<file path="config.mk">
export PLATFORM = sky130hd
export DESIGN_NAME = weighted_round_robin_selector
export DESIGN_NICKNAME = d
export VERILOG_FILES = /design/src/hdl/wrr_pkg.sv /design/src/hdl/weighted_round_robin_selector.sv
export SDC_FILE = /design/constraint.sdc
export NUM_CORES = 1
export LEC_CHECK = 0
export ABC_AREA = 1
export BUFFER_PORTS_ARGS = -buffer_cell sky130_fd_sc_hd__buf_2
export CAP_MARGIN = 20
export CORE_ASPECT_RATIO = 0.7
export CORE_MARGIN = 2
export CORE_UTILIZATION = 55
export DETAILED_ROUTE_END_ITERATION = 10
export HOLD_SLACK_MARGIN = 0.1
export PLACE_DENSITY = 0.79
export SKIP_LAST_GASP = 1
export SLEW_MARGIN = 40
export SYNTH_ARGS = -nofsm -noshare
export SYNTH_HDL_FRONTEND = slang
export SYNTH_SLANG_ARGS = --single-unit
</file>
<file path="constraint.sdc">
create_clock -name clk -period 5.4 [get_ports clk]
set_input_delay 0.81 -clock clk [delete_from_list [all_inputs] [get_ports clk]]
set_output_delay 0.81 -clock clk [all_outputs]
set_load 0.005 [all_outputs]
</file>
<file path="src/hdl/wrr_pkg.sv">
// Package for the weighted round-robin selector.
// Holds field widths, the weight register count and the sequencer states.
// No dependencies.
package wrr_pkg;

	// Fixed field widths
	localparam int unsigned WEIGHT_W    = 8;
	localparam int unsigned NODE_W      = 3;
	localparam int unsigned POS_W       = 11;
	localparam int unsigned WEIGHT_REGS = 8;
	localparam int unsigned CFG_IDX_W   = 3;

	typedef logic [WEIGHT_W-1:0] weight_t;
	typedef logic [POS_W-1:0]    pos_t;
	typedef logic [NODE_W-1:0]   node_t;

	// Sequencer states
	typedef enum logic [1:0] {
		ST_IDLE,
		ST_SUM,
		ST_WALK,
		ST_DONE
	} state_t;

endpackage : wrr_pkg

</file>
<file path="src/hdl/weighted_round_robin_selector.sv">
// Weighted round-robin selector: top level, sequencer and shared adder.
// Depends on wrr_pkg.
//
// channel  | handshake            | payload
// ---------+----------------------+-------------------------
// in       | in_valid / in_ready  | up_mask
// out      | out_valid / out_ready| chosen_node, found
// cfg      | cfg_wr_en            | cfg_index, cfg_data
//
// An accepted item runs the sum pass over all NODE_COUNT nodes, then the walk
// pass up to the granted node or the last node, then ST_DONE, from which the
// result is loaded into the output register. One 11-bit adder and comparator
// steps over the nodes, first to add up the weights of up nodes, then to walk
// the running sum until it passes the position.
// in_ready is high only while the sequencer is idle. A result waits in the
// output register until taken; a finished item holds in ST_DONE while the
// previous result is still there. Reset clears weights to 1 and position to 0.
module weighted_round_robin_selector #(
	parameter int unsigned NODE_COUNT = 8
) (
	input  logic                     clk,
	input  logic                     arst_n,
	input  logic                     in_valid,
	output logic                     in_ready,
	input  logic [7:0]               up_mask,
	output logic                     out_valid,
	input  logic                     out_ready,
	output wrr_pkg::node_t           chosen_node,
	output logic                     found,
	input  logic                     cfg_wr_en,
	input  logic [wrr_pkg::CFG_IDX_W-1:0] cfg_index,
	input  wrr_pkg::weight_t         cfg_data
);
	import wrr_pkg::*;

	localparam int unsigned IDX_W = (NODE_COUNT > 1) ? $clog2(NODE_COUNT) : 1;
	localparam logic [IDX_W-1:0] LAST_IDX = IDX_W'(NODE_COUNT - 1);

	state_t           state_q, state_d;
	weight_t          weight_q [WEIGHT_REGS];
	logic [7:0]       mask_q;
	logic [IDX_W-1:0] idx_q;
	pos_t             acc_q;
	pos_t             pos_q;
	node_t            res_node_q;
	logic             res_found_q;
	logic             out_valid_q;
	node_t            chosen_node_q;
	logic             found_q;

	logic             is_last;
	logic             node_up;
	weight_t          op_weight;
	pos_t             sum_next;
	logic             walk_hit;
	logic             load_out;

	// Shared unit: one add of the selected weight and one compare against position
	assign node_up   = mask_q[NODE_W'(idx_q)];
	assign op_weight = node_up ? weight_q[NODE_W'(idx_q)] : '0;
	assign sum_next  = acc_q + POS_W'(op_weight);
	assign walk_hit  = node_up && (pos_q < sum_next);
	assign is_last   = (idx_q == LAST_IDX);

	// Next state
	always_comb begin
		state_d = state_q;
		unique case (state_q)
			ST_IDLE: begin
				if (in_valid) state_d = ST_SUM;
			end
			ST_SUM: begin
				if (is_last) state_d = ST_WALK;
			end
			ST_WALK: begin
				if (walk_hit || is_last) state_d = ST_DONE;
			end
			ST_DONE: begin
				if (!out_valid_q || out_ready) state_d = ST_IDLE;
			end
			default: state_d = ST_IDLE;
		endcase
	end

	// Sequencer outputs
	always_comb begin
		in_ready = 1'b0;
		load_out = 1'b0;
		unique case (state_q)
			ST_IDLE: in_ready = 1'b1;
			ST_DONE: load_out = !out_valid_q || out_ready;
			default: ;
		endcase
	end

	always_ff @(posedge clk or negedge arst_n) begin
		if (!arst_n) begin
			state_q <= ST_IDLE;
		end else begin
			state_q <= state_d;
		end
	end

	// Weight registers
	always_ff @(posedge clk or negedge arst_n) begin
		if (!arst_n) begin
			for (int i = 0; i < int'(WEIGHT_REGS); i++) weight_q[i] <= WEIGHT_W'(1);
		end else if (cfg_wr_en) begin
			weight_q[cfg_index] <= cfg_data;
		end
	end

	// Position: wraps to zero when it reaches or passes the total, steps by one on a grant
	always_ff @(posedge clk or negedge arst_n) begin
		if (!arst_n) begin
			pos_q <= '0;
		end else if (state_q == ST_SUM && is_last && pos_q >= sum_next) begin
			pos_q <= '0;
		end else if (state_q == ST_WALK && walk_hit) begin
			pos_q <= pos_q + POS_W'(1);
		end
	end

	// Working registers of the two passes
	always_ff @(posedge clk) begin
		unique case (state_q)
			ST_IDLE: begin
				mask_q      <= up_mask;
				idx_q       <= '0;
				acc_q       <= '0;
				res_node_q  <= '0;
				res_found_q <= 1'b0;
			end
			ST_SUM: begin
				if (is_last) begin
					acc_q <= '0;
					idx_q <= '0;
				end else begin
					acc_q <= sum_next;
					idx_q <= idx_q + IDX_W'(1);
				end
			end
			ST_WALK: begin
				acc_q <= sum_next;
				idx_q <= idx_q + IDX_W'(1);
				if (walk_hit) begin
					res_node_q  <= NODE_W'(idx_q);
					res_found_q <= 1'b1;
				end
			end
			ST_DONE: ;
			default: ;
		endcase
	end

	// Output register
	always_ff @(posedge clk or negedge arst_n) begin
		if (!arst_n) begin
			out_valid_q <= 1'b0;
		end else if (load_out) begin
			out_valid_q <= 1'b1;
		end else if (out_ready) begin
			out_valid_q <= 1'b0;
		end
	end

	always_ff @(posedge clk) begin
		if (load_out) begin
			chosen_node_q <= res_node_q;
			found_q       <= res_found_q;
		end
	end

	assign out_valid   = out_valid_q;
	assign chosen_node = chosen_node_q;
	assign found       = found_q;

	// Checks
	a_accept_starts_sum: assert property (@(posedge clk) disable iff (!arst_n)
		in_valid && in_ready |=> state_q == ST_SUM)
		else $error("accepted item did not start the sum pass");

	a_none_gives_zero: assert property (@(posedge clk) disable iff (!arst_n)
		out_valid && !found |-> chosen_node == '0)
		else $error("not-found result carries a nonzero node");

	a_grant_in_range: assert property (@(posedge clk) disable iff (!arst_n)
		out_valid && found |-> 32'(chosen_node) < NODE_COUNT)
		else $error("granted node beyond node count");

	a_pos_bound: assert property (@(posedge clk) disable iff (!arst_n)
		pos_q <= POS_W'(2040))
		else $error("position beyond largest total");

endmodule : weighted_round_robin_selector
</file>
==> After elaboration in Yosys (flattened, before gate mapping) <==
Index checks and enable logic that the tools add are counted.
{ "totals": {"romBits": 0, "memories": 0, "elab_cells": 81, "mem_bits_rw": 0, "inputBits": 24, "regBits": 108, "latchBits": 0} }
{ "op_classes": {"bitwise_logic": 2, "n_lt_le_gt_ge": 6, "shifts": 0, "reduce_logical": 15, "n_div": 0, "multipliers": 0, "n_addsub": 3, "n_eq_ne": 9, "muxes": 28} }
{ "op_table": {"columns": ["cell", "count"], "rows": [
  ["$bwmux W64", 1],
  ["$mux W11", 3],
  ["$pmux W11 S3", 1],
  ["$mux W8", 4],
  ["$bmux W8 S3", 1],
  ["$demux W8 S3", 1],
  ["$add A11 B1 Y11 const B", 1],
  ["$add A11 B8 Y11", 1],
  ["$ge A11 B11 Y1", 1],
  ["$lt A11 B11 Y1", 1],
  ["$ne A2 B2 Y1 const B", 5],
  ["$pmux W3 S3", 1],
  ["$ge A4 B4 Y1 const B", 2],
  ["$mux W2", 4],
  ["$not A3 Y4", 2],
  ["$pmux W2 S4", 1],
  ["$mux W1", 6],
  ["$mux W3", 2],
  ["$pmux W3 S2", 1],
  ["$reduce_bool A2 Y1", 3],
  ["$logic_and A1 B1 Y1", 5],
  ["$eq A2 B2 Y1 const B", 2],
  ["$lt A3 B4 Y1 const B", 1],
  ["$lt A4 B1 Y1 const B", 1],
  ["11 further kinds", 12]
]} }

==> Logic depth before layout (Yosys ltp) <==
Gate-level depths: netlist of run 1.
{ "depth": {"ltp_word": 11, "mapped_depth": 30, "ltp_nobuf": 30} }

==> Worst setup path after synthesis of run 1 <==
Ideal clock, no wire load.
{ "synth_path": {"path_type": "register -> register", "startpoint": "reg idx_q[0]", "endpoint": "reg res_found_q, enable pin", "path_buffers": 2, "arrival_time_ns": 3.796, "synth_period_minus_slack_ns": 4.157, "stages_incl_launch_ff": 25, "slack_ns": 1.243, "path_cell_list": "edfxtp_1 > inv_1 > buf_1 > nor2_1 > o22ai_1 > nand2_1 > nand2_1 > nand2_1 > inv_1 > ha_1 > inv_1 > fa_1 > o21ai_0 > nand2_1 > nand2_1 > nand3_1 > xor2_1 > ha_1 > a21o_1 > nor2_1 > nand2_1 > nor2_2 > nand3_4 > buf_2 > o21ai_0"} }
{ "synth_via": {"elab_chain_cells": 10, "elab_cells_between_ends": 12, "cone_classes": "add/sub: 1; order compare: 1; eq/ne: 1; mux: 6; bitwise: 1; reduce/logical: 2"} }
{ "synth_lines": {"columns": ["element", "line", "text"], "rows": [
  ["start: declaration", "weighted_round_robin_selector.sv:42", "logic [IDX_W-1:0] idx_q;"],
  ["start signal: assignment", "weighted_round_robin_selector.sv:140", "idx_q <= idx_q + IDX_W'(1);"],
  ["start signal: assignment", "weighted_round_robin_selector.sv:145", "idx_q <= idx_q + IDX_W'(1);"],
  ["$not A3 Y4 (not written as such)", "weighted_round_robin_selector.sv:60", "assign op_weight = node_up ? weight_q[NODE_W'(idx_q)] : '0;"],
  ["$bmux W8 S3", "weighted_round_robin_selector.sv:60", null],
  ["$mux W8 (not written as such) (2 in a row)", "weighted_round_robin_selector.sv:60", null],
  ["$mux W8", "weighted_round_robin_selector.sv:60", null],
  ["$add A11 B8 Y11", "weighted_round_robin_selector.sv:61", "assign sum_next = acc_q + POS_W'(op_weight);"],
  ["$lt A11 B11 Y1", "weighted_round_robin_selector.sv:62", "assign walk_hit = node_up && (pos_q < sum_next);"],
  ["$logic_and A1 B1 Y1 *", "weighted_round_robin_selector.sv:62", null],
  ["$ne A2 B2 Y1 (no line) *", null, null],
  ["$reduce_and A2 Y1 (no line) *", null, null],
  ["end signal: assignment", "weighted_round_robin_selector.sv:132", "res_found_q <= 1'b0;"],
  ["end signal: assignment", "weighted_round_robin_selector.sv:148", "res_found_q <= 1'b1;"],
  ["end: declaration", "weighted_round_robin_selector.sv:46", "logic res_found_q;"]
]} }
Mark *: on every way between the ends. The rest lies on a longest branch, timed or not. The select of a mux whose other input is x is not followed.
A chain may end at the register's enable or synchronous reset.

==> Worst setup path after layout of run 1 <==
{ "layout_path": {"startpoint": "reg idx_q[0]", "endpoint": "reg pos_q[3]"} }
{ "layout_via": {"elab_chain_cells": 10, "elab_cells_between_ends": 17, "cone_classes": "add/sub: 1; order compare: 2; eq/ne: 1; mux: 7; bitwise: 1; reduce/logical: 5"} }
{ "layout_lines": {"columns": ["element", "line", "text"], "rows": [
  ["$not A3 Y4 (not written as such)", "weighted_round_robin_selector.sv:60", null],
  ["$bmux W8 S3", "weighted_round_robin_selector.sv:60", null],
  ["$mux W8 (not written as such) (2 in a row)", "weighted_round_robin_selector.sv:60", null],
  ["$mux W8", "weighted_round_robin_selector.sv:60", null],
  ["$add A11 B8 Y11", "weighted_round_robin_selector.sv:61", null],
  ["$lt A11 B11 Y1", "weighted_round_robin_selector.sv:62", null],
  ["$logic_and A1 B1 Y1", "weighted_round_robin_selector.sv:62", null],
  ["$logic_and A1 B1 Y1", "weighted_round_robin_selector.sv:119", "end else if (state_q == ST_WALK && walk_hit) begin"],
  ["$reduce_bool A2 Y1 (no line)", null, null],
  ["end signal: assignment", "weighted_round_robin_selector.sv:120", "pos_q <= pos_q + POS_W'(1);"],
  ["end: declaration", "weighted_round_robin_selector.sv:44", "pos_t pos_q;"]
]} }
Several ways; a longest one is shown, not always the timed one. The select of a mux whose other input is x is not followed.

==> results of run 1 <==
## final cells by class
type	instances	area [um^2]
clock buffers	10	250
clock inverters	6	75.1
fillers	804	3640
inverters	57	214
multi-input cells	468	2400
flip-flops and latches	108	2860
well taps	128	160
repair buffers	34	189
## logic make-up (layout without fill, tap and decap cells)
family / Yosys count / count (layout) / synth area share
AND/OR/NAND/NOR: 289 / 289 / 0.213
AO/OA/AOI/OAI: 133 / 133 / 0.124
flip-flops: 108 / 108 / 0.512
buffers and inverters: 81 / 107 / 0.0584
adder cells (fa/ha/maj): 28 / 28 / 0.0640
XOR/XNOR: 18 / 18 / 0.0282
## synth_stat cells, types with 2 or more instances
cell	instances	share of area
nand2_1	171	0.11
o22ai_1	17	0.019
edfxtp_1	30	0.16
clkbuf_1	14	0.0094
xor2_1	13	0.020
ha_1	27	0.060
dfstp_2	8	0.038
dfrtp_1	70	0.31
buf_6	2	0.0040
nand3b_1	8	0.011
xnor2_1	5	0.0078
o21ai_0	93	0.083
buf_1	2	0.0013
buf_2	6	0.0054
a21oi_1	21	0.019
nor2_1	74	0.050
inv_1	54	0.036
nand3_1	27	0.024
inv_2	2	0.0013
nand4_1	4	0.0045
## path summary, 6_finish.rpt
kind | start | to | depth (start not counted)
setup / recovery | idx_q[0] | pos_q[3] | 27
hold / removal | res_found_q | found | 0
setup reg to reg | idx_q[0] | pos_q[3] | 27
hold reg to reg | res_found_q | found | 0
max in group asynchronous | arst_n | weight_q[35] | 1
min in group asynchronous | arst_n | weight_q[61] | 1
## power breakdown
group,total (mW),leakage (nW),switching [mW],internal [mW]
Clock,0.711,0.157,0.315,0.396
Combinational,1.18,1.56,0.780,0.404
Sequential,1.22,1.28,0.131,1.09
## sequential cells by signal, summed over array words and instances (netlist names)
| signal | cells |
|---|---|
| pos_q | 11 |
| found | 1 |
| weight_q | 64 |
| state_q | 2 |
| out_valid | 1 |
| mask_q | 8 |
| chosen_node | 3 |
| res_node_q | 3 |
| res_found_q | 1 |
| acc_q | 11 |
| idx_q | 3 |
## through the flow
stage | hold WS (ns) | setup slack, ns
floorplan | 0.400 | 1.24
global placement | 0.409 | 1.00
detailed placement | 0.405 | 0.788
CTS | 0.422 | 0.786
global route | 0.433 | 0.137
finish | 0.420 | 0.737
## cells in the final DEF, fill, tap and decap left out, types with 2 or more instances in the layout
master	instances
xor2_1	13
buf_4	5
o22ai_1	17
buf_2	28
o21ai_0	93
edfxtp_1	30
dfstp_2	8
ha_1	27
nand3b_1	8
a21oi_1	21
nor2_1	74
nand2_1	171
inv_2	2
xnor2_1	5
inv_6	2
inv_1	54
nand3_1	27
dfrtp_1	70
nand4_1	4
clkbuf_16	10
## metal layers
| metal | up-vias | share of wire | GRT usage |
|---|---|---|---|
| met5 | - | 0 | 0 |
| met4 | 0 | 0.0094 | 0.0582 |
| met3 | 12 | 0.078 | 0.0611 |
| met2 | 172 | 0.43 | 0.371 |
| met1 | 2147 | 0.48 | 0.367 |
| li1 | 2198 | - | - |
==> reports/qor.csv, run 1 <==
metric;value;unit
status;finished clean;
powerDensity;506;nW/um^2
grt_first_pass_wirelength;21.4;mm
route.detailed.vias_per_inst;5.58;
fmaxAchievable;214;MHz
crit_path_start_kind;flip-flop;
setup_tns;0;ns
route.final.wire_length;12.6;mm
cpLargestDelayFamily;simple AND/OR/NAND/NOR gates;
layout-drive-gt1-share;0.0952;
post_synthesis_cell_type_count;29;
synthFlopType;dfrtp_1;
syn-num-nets;709;
detail-route-antenna-nets;0;
design.portCount;30;
htree_num_levels;3;
critical_path.max_stage_delay;0.41;ns
antennaDiodeCount;0;
place_congestion;0.879;
post-cts-setup-buffers;0;
die_y;88.3;um
cts.hold.buffers_added;0;
slew_violations;0;
async_flop_share;0.722;
synthesis.area_per_instance;8.51;um^2
ctsResizeCount;0;
worstSetupEndpointType;flip-flop;
initial_core_util;0.570;
worst-slew-pin-transition;0.714;ns
slew_headroom;0.523;
route.detailed.wl_per_inst;15.6;um
clock_tree.root_cell;clkbuf_16;
drt-pass1-iter-count;4;
finalSetupViolations;0;
critical_path.slowest_cell;fa_1;
reg2reg_setup_slack;0.74;ns
core_area;9800;um^2
netlist_instances;657;
layout.cells.non_filler;811;
rows;30;
dr_total_vias;4529;
timing.critical_path.fanout_max;42;
cts_tree;done;
grt_setup_unrepaired;no;
vdd_ir_drop_max;0.000219;V
max_cap_viol_count;0;
detailed_place_hpwl;9.11;mm
timing.hold.worst.class;reg -> reg;
grt_max_degree;79;
maximum_number_of_buffers_from_clock_root_to_sink;2;
drc_errors;0;
dieArea;11000;um^2
yosysWarnings;0;
clock_buffers_created_by_tritoncts;9;
timing.final.hold_violations;0;
finClkSkew;0.00677;ns
nets;730;
grt_antenna_before_repair;0;
yosysSeqAreaShare;0.512;
critical_path_arrival;4.90;ns
clk-insertion-delay-late;0.35;ns
power;3.12;mW
final_critical_path_share_of_the_clock_period;0.864;
mappedNetlistArea;5590;um^2
finish.instance_area;6160;um^2
synth_enable_flop_cells;30;
grt_overflow_total;0;
number_of_port_buffers;29;
clk_transition_reported_paths;0.07;ns
critical_path.n_buffers_inverters;3;
final_util;0.628;
cts.sink_count;108;
postSynthRegisterBits;108;
area_delta_synth_final;10.2;%
die-width;124;um
post-place-cells;795;
groute.usage.overall;0.247;
dr.first_iter.drc_count;390;
crit_path_frequent_cell;nand2_1;
post_dp_cell_area;5830;um^2
leakage;3.00;nW
critical_path_class;reg -> reg;
worst-endpoint-required;5.64;ns
period_needed;4.66;ns
first_global_vias;4333;
Power figures use the tool's default switching activity.
==> run 2: changes to the inputs <==
- BUFFER_PORTS_ARGS: -buffer_cell sky130_fd_sc_hd__buf_2 -> -buffer_cell sky130_fd_sc_hd__clkbuf_2
==> run 2 against run 1 <==
Clock skew up 0.0037 ns. Worst setup slack got worse by 0.033 ns. Global-route usage increased by 0.13 points. Utilization fell by 0.33 points. Combinational power is essentially flat. Non-clock buffer count unchanged. Clock-buffer cell count shrank 1.
==> reports/qor.csv, run 2 (same netlist as run 1, synthesis figures left out) <==
metric;value;unit
timing.critical_path.fanout_max;42;
die_y;88.3;um
layout_commonest_cell;nand2_1;
registers.top_by_ff_count;weight_q;
cts_tree;done;
vdd_ir_drop_max;0.000258;V
die-width;124;um
crit_path_start_kind;flip-flop;
layout.cells.non_filler;811;
route.final.wire_length;12.7;mm
groute.usage.overall;0.248;
timing.hold.worst.class;reg -> reg;
critical_path.n_buffers_inverters;3;
fmaxAchievable;213;MHz
grt_antenna_before_repair;0;
final_critical_path_share_of_the_clock_period;0.870;
grt_setup_unrepaired;no;
timing.final.hold_violations;0;
powerDensity;501;nW/um^2
detailed_place_hpwl;9.01;mm
route.detailed.vias_per_inst;5.58;
grt_max_degree;79;
dr_total_vias;4529;
slew_violations;0;
finClkSkew;0.0104;ns
nets;730;
dr.first_iter.drc_count;406;
clk_transition_reported_paths;0.07;ns
htree_num_levels;3;
n_fill_cell;793;
cpLargestDelayFamily;simple AND/OR/NAND/NOR gates;
critical_path.max_stage_delay;0.40;ns
cts.sink_count;108;
reg2reg_depth;27;
drc_errors;0;
status;finished clean;
rows;30;
drt-pass1-iter-count;5;
critical_path.slowest_cell;fa_1;
worst-slew-pin-transition;0.709;ns
worstSetupEndpointType;flip-flop;
worst_hold_startpoint;res_node_q[1];
area_delta_synth_final;9.58;%
post-cts-setup-buffers;0;
route.detailed.wl_per_inst;15.6;um
detail-route-antenna-nets;0;
layout.cells.most_common_list;nand2_1 (171), o21ai_0 (93), nor2_1 (74), dfrtp_1 (70), inv_1 (54);
layout-drive-gt1-share;0.0952;
finalSetupViolations;0;
grt_overflow_total;0;
first_global_vias;4230;
critical_path_arrival;4.94;ns
place_congestion;0.876;
ctsResizeCount;0;
dieArea;11000;um^2
setup_tns;0;ns
crit-reg2reg-capture;pos_q[8];
number_of_port_buffers;29;
core_area;9800;um^2
clock_tree.root_cell;clkbuf_16;
slew_headroom;0.527;
max_cap_viol_count;0;
min_delay_path_depth;0;
clk-insertion-delay-late;0.36;ns
clock_buffers_created_by_tritoncts;9;
design.portCount;30;
worst-endpoint-required;5.64;ns
cts.hold.buffers_added;0;
leakage;2.99;nW
timing.hold.worst_endpoint;chosen_node[1];
critical_path_class;reg -> reg;
crit_path_frequent_cell;nand2_1;
antennaDiodeCount;0;
initial_core_util;0.570;
grt_first_pass_wirelength;21.5;mm
worstReg2RegStart;idx_q[0];
maximum_number_of_buffers_from_clock_root_to_sink;2;
reg2reg_setup_slack;0.70;ns
period_needed;4.70;ns
largest_registers;weight_q (64), acc_q (11), pos_q (11);
post-place-cells;795;
largest_register_ffs;64;
run 2: how the worst max path moves through the flow:
| stage | slack (ns) | end | start | cells after the start |
|---|---|---|---|---|
| after floorplan | 1.24 | res_found_q | idx_q[0] | 24 |
| after detailed placement | 0.79 | pos_q[6] | idx_q[0] | 27 |
| after global routing | 0.13 | pos_q[9] | idx_q[0] | 27 |
| after global placement | 0.99 | pos_q[3] | idx_q[0] | 27 |
| after CTS | 0.74 | pos_q[6] | idx_q[0] | 27 |
| final | 0.70 | pos_q[8] | idx_q[0] | 27 |
run 2: routing by layer:
layer  wire [um]  vias to the layer above  part of all wire  GRT usage
met5           0                        -                 0          0
met4         112                        0            0.0088     0.0705
met3        1030                       11             0.081     0.0671
met2        5360                      179              0.42      0.365
met1        6170                     2139              0.49      0.367
li1            -                     2200                 -          -
run 2: final cells by class:
cell class / instances / area (um^2) / area share
clock buffers: 9 / 225 / 0.0368
clock inverters: 7 / 67.6 / 0.0110
inverters: 57 / 214 / 0.0349
multi-input cells: 468 / 2400 / 0.393
flip-flops and latches: 108 / 2860 / 0.468
well taps: 128 / 160 / 0.0262
repair buffers: 34 / 189 / 0.0309
run 2: where the power goes:
part	total [mW]	leakage [nW]	switching [mW]	internal, mW
clock	0.661	0.144	0.334	0.328
combinational	1.19	1.57	0.784	0.404
sequential	1.22	1.28	0.132	1.09
run 2: stage by stage:
step / util / hold slack, ns / cell area, um^2 / total power, mW / setup slack, ns
floorplan: - / 0.400 / 5590 / 2.07 / 1.24
global placement: 0.594 / 0.409 / 5820 / 2.35 / 0.994
detailed placement: 0.595 / 0.414 / 5830 / 2.40 / 0.790
CTS: 0.625 / 0.431 / 6120 / 3.07 / 0.741
global route: 0.625 / 0.441 / 6120 / 3.31 / 0.134
finish: 0.625 / 0.427 / 6120 / 3.07 / 0.704
